--- src/sv/kras_pkg.sv ---
// Shared types and constants for the keypoint radius and angle search block.
package kras_pkg;

  localparam int unsigned KRAS_MAX_KEYPOINTS = 1024;
  localparam int unsigned KRAS_MAX_MATCHES   = 64;

  localparam int unsigned ANG_W = 15;
  localparam logic signed [ANG_W-1:0] FULL_TURN = 15'sd5760;

  localparam int unsigned QDEPTH = 2;
  localparam int unsigned QPW    = $clog2(QDEPTH);

  localparam logic [1:0] CFG_KP_COUNT  = 2'd0;
  localparam logic [1:0] CFG_RADIUS    = 2'd1;
  localparam logic [1:0] CFG_ANGLE_TOL = 2'd2;

  typedef enum logic [1:0] {
    KIND_WRITE,
    KIND_QUERY,
    KIND_DROP
  } kras_kind_e;

  typedef enum logic {
    ST_IDLE,
    ST_SCAN
  } kras_state_e;

  typedef struct packed {
    kras_kind_e  kind;
    logic [9:0]  slot;
    logic [15:0] pos_x;
    logic [15:0] pos_y;
    logic [12:0] orientation;
  } kras_cmd_t;

  typedef struct packed {
    logic [10:0] kp_count;
    logic [31:0] radius_sq;
    logic [11:0] angle_tol;
  } kras_cfg_t;

endpackage

--- src/sv/kras_front.sv ---
// Front end: accepts input beats, classifies them and queues commands for the back end.
module kras_front #(
  parameter int unsigned MaxKeypoints = kras_pkg::KRAS_MAX_KEYPOINTS
) (
  input  logic                clk_i,
  input  logic                rst_ni,
  input  logic                in_valid_i,
  output logic                in_ready_o,
  input  logic                mode_i,
  input  logic [9:0]          slot_i,
  input  logic [15:0]         pos_x_i,
  input  logic [15:0]         pos_y_i,
  input  logic [12:0]         orientation_i,
  output logic                cmd_valid_o,
  output kras_pkg::kras_cmd_t cmd_o,
  input  logic                cmd_pop_i
);
  import kras_pkg::*;

  kras_cmd_t            entry_q [QDEPTH];
  logic [QPW-1:0]       wr_ptr_q, wr_ptr_d, rd_ptr_q, rd_ptr_d;
  logic [QPW:0]         cnt_q, cnt_d;
  kras_cmd_t            cls;
  logic                 accept, push, pop;

  always_comb begin
    cls.slot        = slot_i;
    cls.pos_x       = pos_x_i;
    cls.pos_y       = pos_y_i;
    cls.orientation = orientation_i;
    if (mode_i) begin
      cls.kind = KIND_QUERY;
    end else if (32'(slot_i) < MaxKeypoints) begin
      cls.kind = KIND_WRITE;
    end else begin
      cls.kind = KIND_DROP;
    end
  end

  assign in_ready_o  = (cnt_q != (QPW+1)'(QDEPTH));
  assign accept      = in_valid_i && in_ready_o;
  // drop out-of-range writes at the door
  assign push        = accept && (cls.kind != KIND_DROP);
  assign cmd_valid_o = (cnt_q != '0);
  assign pop         = cmd_pop_i && cmd_valid_o;
  assign cmd_o       = entry_q[rd_ptr_q];

  always_comb begin
    wr_ptr_d = push ? wr_ptr_q + 1'b1 : wr_ptr_q;
    rd_ptr_d = pop ? rd_ptr_q + 1'b1 : rd_ptr_q;
    cnt_d    = cnt_q + (QPW+1)'(push) - (QPW+1)'(pop);
  end

  always_ff @(posedge clk_i or negedge rst_ni) begin
    if (!rst_ni) begin
      wr_ptr_q <= '0;
      rd_ptr_q <= '0;
      cnt_q    <= '0;
    end else begin
      wr_ptr_q <= wr_ptr_d;
      rd_ptr_q <= rd_ptr_d;
      cnt_q    <= cnt_d;
    end
  end

  always_ff @(posedge clk_i) begin
    if (push) begin
      entry_q[wr_ptr_q] <= cls;
    end
  end

endmodule

--- config.mk ---
export PLATFORM = sky130hd
export DESIGN_NAME = kras_front
export DESIGN_NICKNAME = d
export VERILOG_FILES = /design/src/sv/kras_pkg.sv /design/src/sv/kras_front.sv
export SDC_FILE = /design/constraint.sdc
export NUM_CORES = 1
export LEC_CHECK = 0
export BUFFER_PORTS_ARGS = -buffer_cell sky130_fd_sc_hd__buf_2
export CAP_MARGIN = 20
export CORE_AREA = 2 2 95 97
export CTS_BUF_LIST = sky130_fd_sc_hd__clkbuf_16
export DETAILED_ROUTE_END_ITERATION = 8
export DIE_AREA = 0 0 97 99
export PLACE_DENSITY = 0.77
export SLEW_MARGIN = 15
export SYNTH_ARGS = -nofsm -noshare
export SYNTH_HDL_FRONTEND = slang
export SYNTH_SLANG_ARGS = --single-unit
--- constraint.sdc ---
create_clock -name clk_i -period 4.4 [get_ports clk_i]
set_clock_uncertainty 0.05 [all_clocks]
set_input_delay 1.32 -clock clk_i [delete_from_list [all_inputs] [get_ports clk_i]]
set_output_delay 1.32 -clock clk_i [all_outputs]
set_load 0.02 [all_outputs]
==> parameters.txt, run 1 <==
Parameter                              Value

Run status
  Run status ... complete, no violations

Detailed routing
  Total Wirelength ... about 7600 um
  Routed via count divided by cell count ... approximately 5.0
  Routed length per instance ... roughly 17 um
  DRC Markers ... 0
  Post-detailed-route count of antenna-violating nets ... 0
  Count of routing violations after the opening detailed-route iteration ... 85
  Detailed-route via count ... 2269
  Pre-Repair DR Iteration Count ... 4

Finish
  Total non-filler cell area in the finished layout ... around 5700 um^2
  Fill cell total of the finished layout ... 630
  Post-layout nets ... a little under 400
  Number of cells in the finished layout apart from fillers ... approximately 450
  Area Growth Syn to Fin ... 32.3%
  Inserted Diodes ... 0
  Fraction of layout cells with a size suffix above 1 ... between 60% and 70%

CTS
  Number of H-tree levels ... 4
  Cts-stage hold buffer count ... 0
  Clock sink count ... ~120
  Clock insertion delay at the later pin of the skew report ... ~400 ps
  CTS buffer count ... 17
  Max Root-Sink Buffers ... 2
  CTS clock-pin slew for the worst setup and hold paths ... roughly 50 ps
  Post-cts sizing count ... 0
  Clock tree from TritonCTS ... done
  Post-CTS setup buffer count ... 0
  Clock tree root driver cell ... clkbuf_16

Worst hold path
  Hold Path Depth ... 1
  Hold Path Class ... flop to flop

STA
  Part of the cycle the worst path needs ... slightly below 80%
  Minimum period implied by the final worst setup slack ... 3410 ps
  RSZ-0062 raised after global routing ... no
  Number of setup violations in the final report ... 0
  Worst setup slack after layout ... just under 1000 ps
  Maximum clock rate ... around 290 MHz
  Worst rel slew slack ... approximately 51%
  Number of failing hold endpoints at the final stage ... 0
  Slew @ Worst Pin ... 732 ps
  Setup total negative slack ... 0 ps
  Number of pins with negative max-slew slack in the final report ... 0

Global route
  Via count of the first global-routing pass ... 2372
  Largest net degree at the start of global routing ... 30
  GRT Total Usage ... ~17%
  Wire length of the first global-routing pass ... ~12000 um
  Antenna violations before repair ... 0
  Grt total ovfl ... 0

Synthesis
  Synthesis-stage register bit count ... approximately 120
  Post-synth cell types ... 20
  Compound-gate portion of the synthesized area ... 0.731%
  Area share of the largest cell type after synthesis ... 78.6%
  Simple-gate share of the synthesized area ... under 10%
  Cell types occupying the most area after synthesis ... edfxtp_1 79%, mux2_2 15%, dfrtp_1 2.3%
  Syn Inst Count ... roughly 200
  Largest area contributor in the synthesized netlist ... edfxtp_1
  Part of the Yosys area used for sequential elements ... 80.9%
  Post-synthesis mux area share ... between 10 and 15%
  Area share of fa/ha/maj cells after synthesis ... less than 1%
  Net count after synthesis ... 259
  Dominant combinational cell family by area after synthesis ... multiplexers
  Average size of a mapped cell ... between 20 and 25 um^2
  Synthesis Warnings ... 0
  Post-synthesis cell area ... around 4300 um^2
  Post-synthesis xor/xnor area fraction ... less than 1%

Critical path
  Worst reg-to-reg setup slack ... 2210 ps
  Number of cells on the critical path ... 3
  Critical Path Fanout Max ... 24
  Worst Path Arrival ... ~2000 ps
  Critical path start-end classification ... flop to primary output
  Combined buffer and inverter count along the critical path ... 2
  Cell Chain, Critical Path ... buf_4, mux2_2, buf_2
  Delay of the slowest critical-path stage ... about 700 ps
  Max stage delay cell, worst path ... dfrtp_2
  Depth of the worst register-to-register path ... 4
  Required arrival time at the worst endpoint ... 3030 ps
  Critical path startpoint category ... flop
  Category of the worst setup path capture point ... primary output
  Worst path top cell family by delay ... flip-flops

Placement
  Post-placement setup slack ... approximately 1400 ps
  Placed cell areas ... roughly 5000 um^2
  Placed cell count ... around 420
  IO Port Bufs ... about 120
  DP Wirelength ... just under 5000 um
  Placer congestion estimate ... 0.719

Power and ir drop
  Leak Pwr ... around 2.2 nW
  Areal power density over the cells ... ~760 nW/um^2
  Worst supply voltage drop on vdd ... roughly 0.44 mV

Die
  Die outline area ... 9600 um^2
  # IOs ... 119
  Placement row count ... 34
  X dimension of the die ... 97 um
  Vertical die dimension ... about 99 um
  Core Area ... 8550 um^2
  Initial core utilization ... 50.0%

Run
  Number of max-cap violations ... 0
## flip-flops by register name (all words and copies together) (netlist names)
register / count
cnt_q: 2
wr_ptr_q: 1
entry_q: 112
rd_ptr_q: 1
## kinds of logic (layout without fill, tap and decap cells)
| kind of cell | Yosys count | in the layout |
|---|---|---|
| DFF | 116 | 116 |
| muxes | 56 | 56 |
| and+or+nand+nor | 10 | 10 |
| buffers and inverters | 7 | 154 |
| AOI/OAI and AO/OA | 4 | 4 |
| xor gates and xnor gates | 3 | 3 |
| adders and majority gates | 1 | 1 |
| other | 1 | 1 |
## cell type report
type / instances / area (um^2) / area share (%)
clock inverter: 15 / 236 / 4.18
tap: 108 / 135 / 2.39
clock buffer: 17 / 425 / 7.52
sequential: 116 / 3460 / 61.2
multi-input combinational: 75 / 762 / 13.5
timing repair buffer: 122 / 636 / 11.2
## metal layers
layer,vias to the layer above,share of wire [%],GRT usage [%]
li1,1051,-,-
met1,1115,40,18.8
met2,84,52,27.7
met3,19,5.9,6.60
met4,0,1.9,8.13
met5,-,0,0
## where the power goes
group	switching, W	internal, W	total, W
combinational	0.000695	0.000482	0.00118
sequential	0.000109	0.00151	0.00162
clock	0.000462	0.00106	0.00152
total	0.00127	0.00305	0.00432
## layout by cell type, fill, tap and decap left out, drive strengths merged, types with 2 or more instances in the layout
cell and instances:
buf 122, edfxtp 112, mux2 56, clkbuf 17, clkinv 7, bufinv 6
dfrtp 4, xnor2 3, nor2 3, nand2 2, clkinvlp 2
## synthesized netlist by cell type (all sizes together)
cell type	count
conb	1
mux2	56
a21bo	1
edfxtp	112
or2	1
nand2b	1
and3	1
ha	1
buf	7
dfrtp	4
nand3	1
nor2b	1
xnor2	3
nand2	2
a211oi	1
nor2	3
o21ai	1
a32oi	1
## through the flow
| stage | power (W) | util [%] | hold WS [ps] |
|---|---|---|---|
| 6_report | 0.00432 | 66.2 | 497 |
| 5_1_grt | 0.00451 | 66.2 | 521 |
| 2_1_floorplan | 0.00248 | - | 410 |
| 3_5_place_dp | 0.00284 | 58.4 | 488 |
| 4_1_cts | 0.00437 | 66.2 | 498 |
| 3_3_place_gp | 0.00281 | 58.4 | 478 |
## worst paths after layout
kind / start / to
setup / recovery: rd_ptr_q / cmd_o[52]
min in group asynchronous: rst_ni / rd_ptr_q
hold reg to reg: wr_ptr_q / wr_ptr_q
hold / removal: wr_ptr_q / wr_ptr_q
setup reg to reg: cnt_q[0] / entry_q[0][52]
max in group asynchronous: rst_ni / rd_ptr_q
Power figures use the tool's default switching activity.
==> run 2: changes to the inputs <==
ABC_AREA = 1   (was default)
clock period = 3.4 ns   (was 4.4 ns; I/O delays follow)
==> run 2 against run 1 <==
Compared with the run above:
- flip-flop and latch count did not move
- worst hold slack got worse by 130 ps
- critical path depth rose by 2
- sequential share of layout area rose by 0.92 points
- global-route usage rose by 1.4 points
- register-to-register slack got worse by 720 ps
- total power rose by 26%
- combinational power rose by 52%
- largest cell class unchanged
- area after synthesis rose by 0.99%
- worst setup slack got worse by 470 ps
==> parameters.txt, run 2 <==
Parameter                              Value

Detailed routing
  Routed via count divided by cell count ... 4.82 (was 5.01)
  Total Wirelength ... 8050 um (was 7590 um)
  Count of routing violations after the opening detailed-route iteration ... 114 (was 85)
  Post-detailed-route count of antenna-violating nets ... 0 (unchanged)
  Pre-Repair DR Iteration Count ... 4 (unchanged)
  Routed length per instance ... 14.0 um (was 16.8 um)
  Detailed-route via count ... 2770 (was 2269)
  DRC Markers ... 0 (unchanged)

Synthesis
  Largest area contributor in the synthesized netlist ... edfxtp_1 (unchanged)
  Average size of a mapped cell ... 13.3 um^2 (was 21.6 um^2)
  Cell types occupying the most area after synthesis ... edfxtp_1 78%, nand2_1 15%, dfrtp_1 2.3% (was edfxtp_1 79%, mux2_2 15%, dfrtp_1 2.3%)
  Synthesis Warnings ... 0 (unchanged)
  Post-synthesis cell area ... 4320 um^2 (was 4280 um^2)
  Most used standard cell by instance count after synthesis ... nand2_1 (was edfxtp_1)
  Post-synth cell types ... 16 (was 20)
  Part of the Yosys area used for sequential elements ... 80.1% (was 80.9%)
  Net count after synthesis ... 387 (was 259)
  Prevailing post-synth register cell ... edfxtp_1 (unchanged)
  Number of flops mapped to enable cells by yosys ... 112 (unchanged)
  Area share of the largest cell type after synthesis ... 77.8% (was 78.6%)
  Proportion of register bits with asynchronous set or reset after synthesis ... 3.45% (unchanged)
  Synthesis-stage register bit count ... 116 (unchanged)
  Syn Inst Count ... 326 (was 198)
  Cell types with the highest counts after synthesis ... 177 x nand2_1, 112 x edfxtp_1, 7 x buf_4, 7 x inv_1, 5 x nor2_1 (was 112 x edfxtp_1, 56 x mux2_2, 4 x buf_6, 4 x dfrtp_1)

Power and ir drop
  Internal power ... 0.00352 W (was 0.00305 W)
  Leak Pwr ... 2.46 nW (was 2.17 nW)
  Switch Pwr ... 0.00193 W (was 0.00127 W)
  Fraction of power spent switching nets ... 35.4% (was 29.3%)
  Power share of the combinational group ... 32.8% (was 27.3%)
  Areal power density over the cells ... 977 nW/um^2 (was 763 nW/um^2)
  Worst supply voltage drop on vdd ... 0.602 mV (was 0.443 mV)
  Portion of total power attributed to the clock network ... 29.7% (was 35.1%)
  Power share of the sequential group ... 37.5% (was 37.6%)

Finish
  Footprint of the multi-input gates ... 743 um^2 (was 762 um^2)
  FF+latch area ... 3460 um^2 (unchanged)
  Area Growth Syn to Fin ... 29.0% (was 32.3%)
  Post-layout nets ... 516 (was 393)
  Fill cell total of the finished layout ... 665 (was 630)
  Inserted Diodes ... 0 (unchanged)
  Flip-flop count of the largest register, all copies and words added ... 112 (unchanged)
  Regs by FF count ... entry_q x112, cnt_q x2 (unchanged)
  Commonest non-fill, non-tap cell in the layout ... nand2_1 (was buf_2)
  Fraction of layout cells with a size suffix above 1 ... 33.0% (was 61.7%)
  Commonest cells after routing, fill and taps aside ... 177 x nand2_1, 117 x buf_2, 112 x edfxtp_1 (was 117 x buf_2, 112 x edfxtp_1, 56 x mux2_2)
  Largest register by flop count ... entry_q (unchanged)

CTS
  Clock tree root driver cell ... clkbuf_16 (unchanged)
  CTS clock-pin slew for the worst setup and hold paths ... 50 ps (about the same)
  Clock insertion delay at the later pin of the skew report ... 390 ps (was 400 ps)
  Cts-stage hold buffer count ... 0 (unchanged)
  Post-cts sizing count ... 0 (unchanged)
  Clock sink count ... 116 (unchanged)
  Max Root-Sink Buffers ... 2 (unchanged)
  Clock tree from TritonCTS ... done (unchanged)
  Post-CTS setup buffer count ... 0 (unchanged)
  Number of H-tree levels ... 4 (unchanged)
  CTS buffer count ... 17 (unchanged)

Die
  X dimension of the die ... 97 um (unchanged)
  Core Area ... 8550 um^2 (unchanged)
  # IOs ... 119 (unchanged)
  Initial core utilization ... 50.5% (was 50.0%)
  Vertical die dimension ... 99 um (unchanged)
  Die outline area ... 9600 um^2 (unchanged)
  Placement row count ... 34 (unchanged)

Placement
  Placer congestion estimate ... 0.744 (was 0.719)
  DP Wirelength ... 5130 um (was 4950 um)
  IO Port Bufs ... 117 (unchanged)
  Post-placement setup slack ... 897 ps (was 1360 ps)

STA
  Minimum period implied by the final worst setup slack ... roughly 2900 ps
  Worst setup slack after layout ... 526 ps (was 994 ps)
  Number of setup violations in the final report ... 0 (unchanged)
  Number of failing hold endpoints at the final stage ... 0 (unchanged)
  Slew @ Worst Pin ... 609 ps (was 732 ps)
  Maximum clock rate ... approximately 350 MHz
  RSZ-0062 raised after global routing ... no (unchanged)
  Number of pins with negative max-slew slack in the final report ... 0 (unchanged)
  Setup total negative slack ... 0 ps (unchanged)
  Part of the cycle the worst path needs ... a little over four fifths
  Worst rel slew slack ... 59.4% (was 51.1%)

Critical path
  Critical Path Fanout Max ... 26 (was 24)
  Worst Path Arrival ... 1800 ps (was 2040 ps)
  Category of the worst setup path capture point ... primary output (unchanged)
  Depth of the worst register-to-register path ... 4 (unchanged)
  Critical path startpoint category ... flop (unchanged)
  Critical path start-end classification ... flop to primary output (unchanged)
  Required arrival time at the worst endpoint ... 2330 ps (was 3030 ps)

Run status
  Run status ... complete, no violations (unchanged)

Global route
  Largest net degree at the start of global routing ... 57 (was 30)
  Antenna violations before repair ... 0 (unchanged)
  GRT Total Usage ... 18.0% (was 16.6%)
  Wire length of the first global-routing pass ... 13100 um (was 11800 um)
  Grt total ovfl ... 0 (unchanged)
  Via count of the first global-routing pass ... 2801 (was 2372)

Run
  Number of max-cap violations ... 0 (unchanged)

Worst hold path
  Hold Path Class ... input pin to async pin (was flop to flop)
run 2: cell types whose count changed after synthesis, sizes merged, moves of 2 or more:
cell | before | now
nand2 | 2 | 177
buf | 7 | 12
inv | 0 | 8
xnor2 | 3 | 0
mux2 | 56 | 0
nor2 | 3 | 5
run 2: per-layer routing:
layer	vias up	GRT usage (%)	share of wire [%]	wire, um
met5	-	0	0	0
met4	0	7.69	0.97	78
met3	8	7.16	7.3	589
met2	109	29.7	51	4080
met1	1304	21.2	41	3310
li1	1349	-	-	-
run 2: final cells by class:
| type | instances | area share [%] |
|---|---|---|
| clock buffer | 17 | 7.63 |
| clock inverter | 14 | 2.18 |
| inverter | 8 | 0.539 |
| multi-input combinational | 189 | 13.3 |
| sequential | 116 | 62.1 |
| tap | 108 | 2.42 |
| timing repair buffer | 123 | 11.8 |
run 2: worst paths after layout:
path                               start  slack, ps            end
worst min register to register  cnt_q[0]        520       cnt_q[0]
min in group clk_i              cnt_q[0]        520       cnt_q[0]
max in group asynchronous         rst_ni       2800       rd_ptr_q
worst max-delay path            rd_ptr_q        530      cmd_o[44]
worst max register to register  cnt_q[1]       1490  entry_q[1][6]
worst min-delay path              rst_ni        370       cnt_q[1]
run 2: per-stage QoR:
step                cells  util, %  total power (W)  cell area (um^2)  hold slack (ps)
global placement      544     58.8          0.00384              5030              490
finish                575     65.2          0.00545              5580              369
global route          575     65.2          0.00577              5580              357
CTS                   575     65.2          0.00551              5580              361
floorplan             326        -          0.00329              4330              454
detailed placement    544     58.8          0.00388              5030              498
run 2: kinds of logic after synthesis:
kind of cell / after synthesis / synth area share [%]
buffers and inverters: 21 / 3.01
AO/OA/AOI/OAI: 2 / 0.231
other: 1 / 0.0868
flip-flops: 116 / 80.1
XOR/XNOR: 1 / 0.203
AND/OR/NAND/NOR: 184 / 16.0
adder cells (fa/ha/maj): 1 / 0.289
run 2: power groups by stage:
stage / Clock (W) / Sequential [W] / Combinational (W)
floorplan: 0 / 0.00206 / 0.00123
global placement: 0 / 0.00205 / 0.00179
detailed placement: 0 / 0.00207 / 0.00181
CTS: 0.00164 / 0.00205 / 0.00182
global route: 0.00171 / 0.00207 / 0.00198
finish: 0.00162 / 0.00204 / 0.00179
run 2: critical path, cell delays in order, from the launching register on:
cell     delay (ps)
dfrtp_2         400
inv_2           280
buf_4           360
nand2_1          90
nand2_1          90
buf_2           160
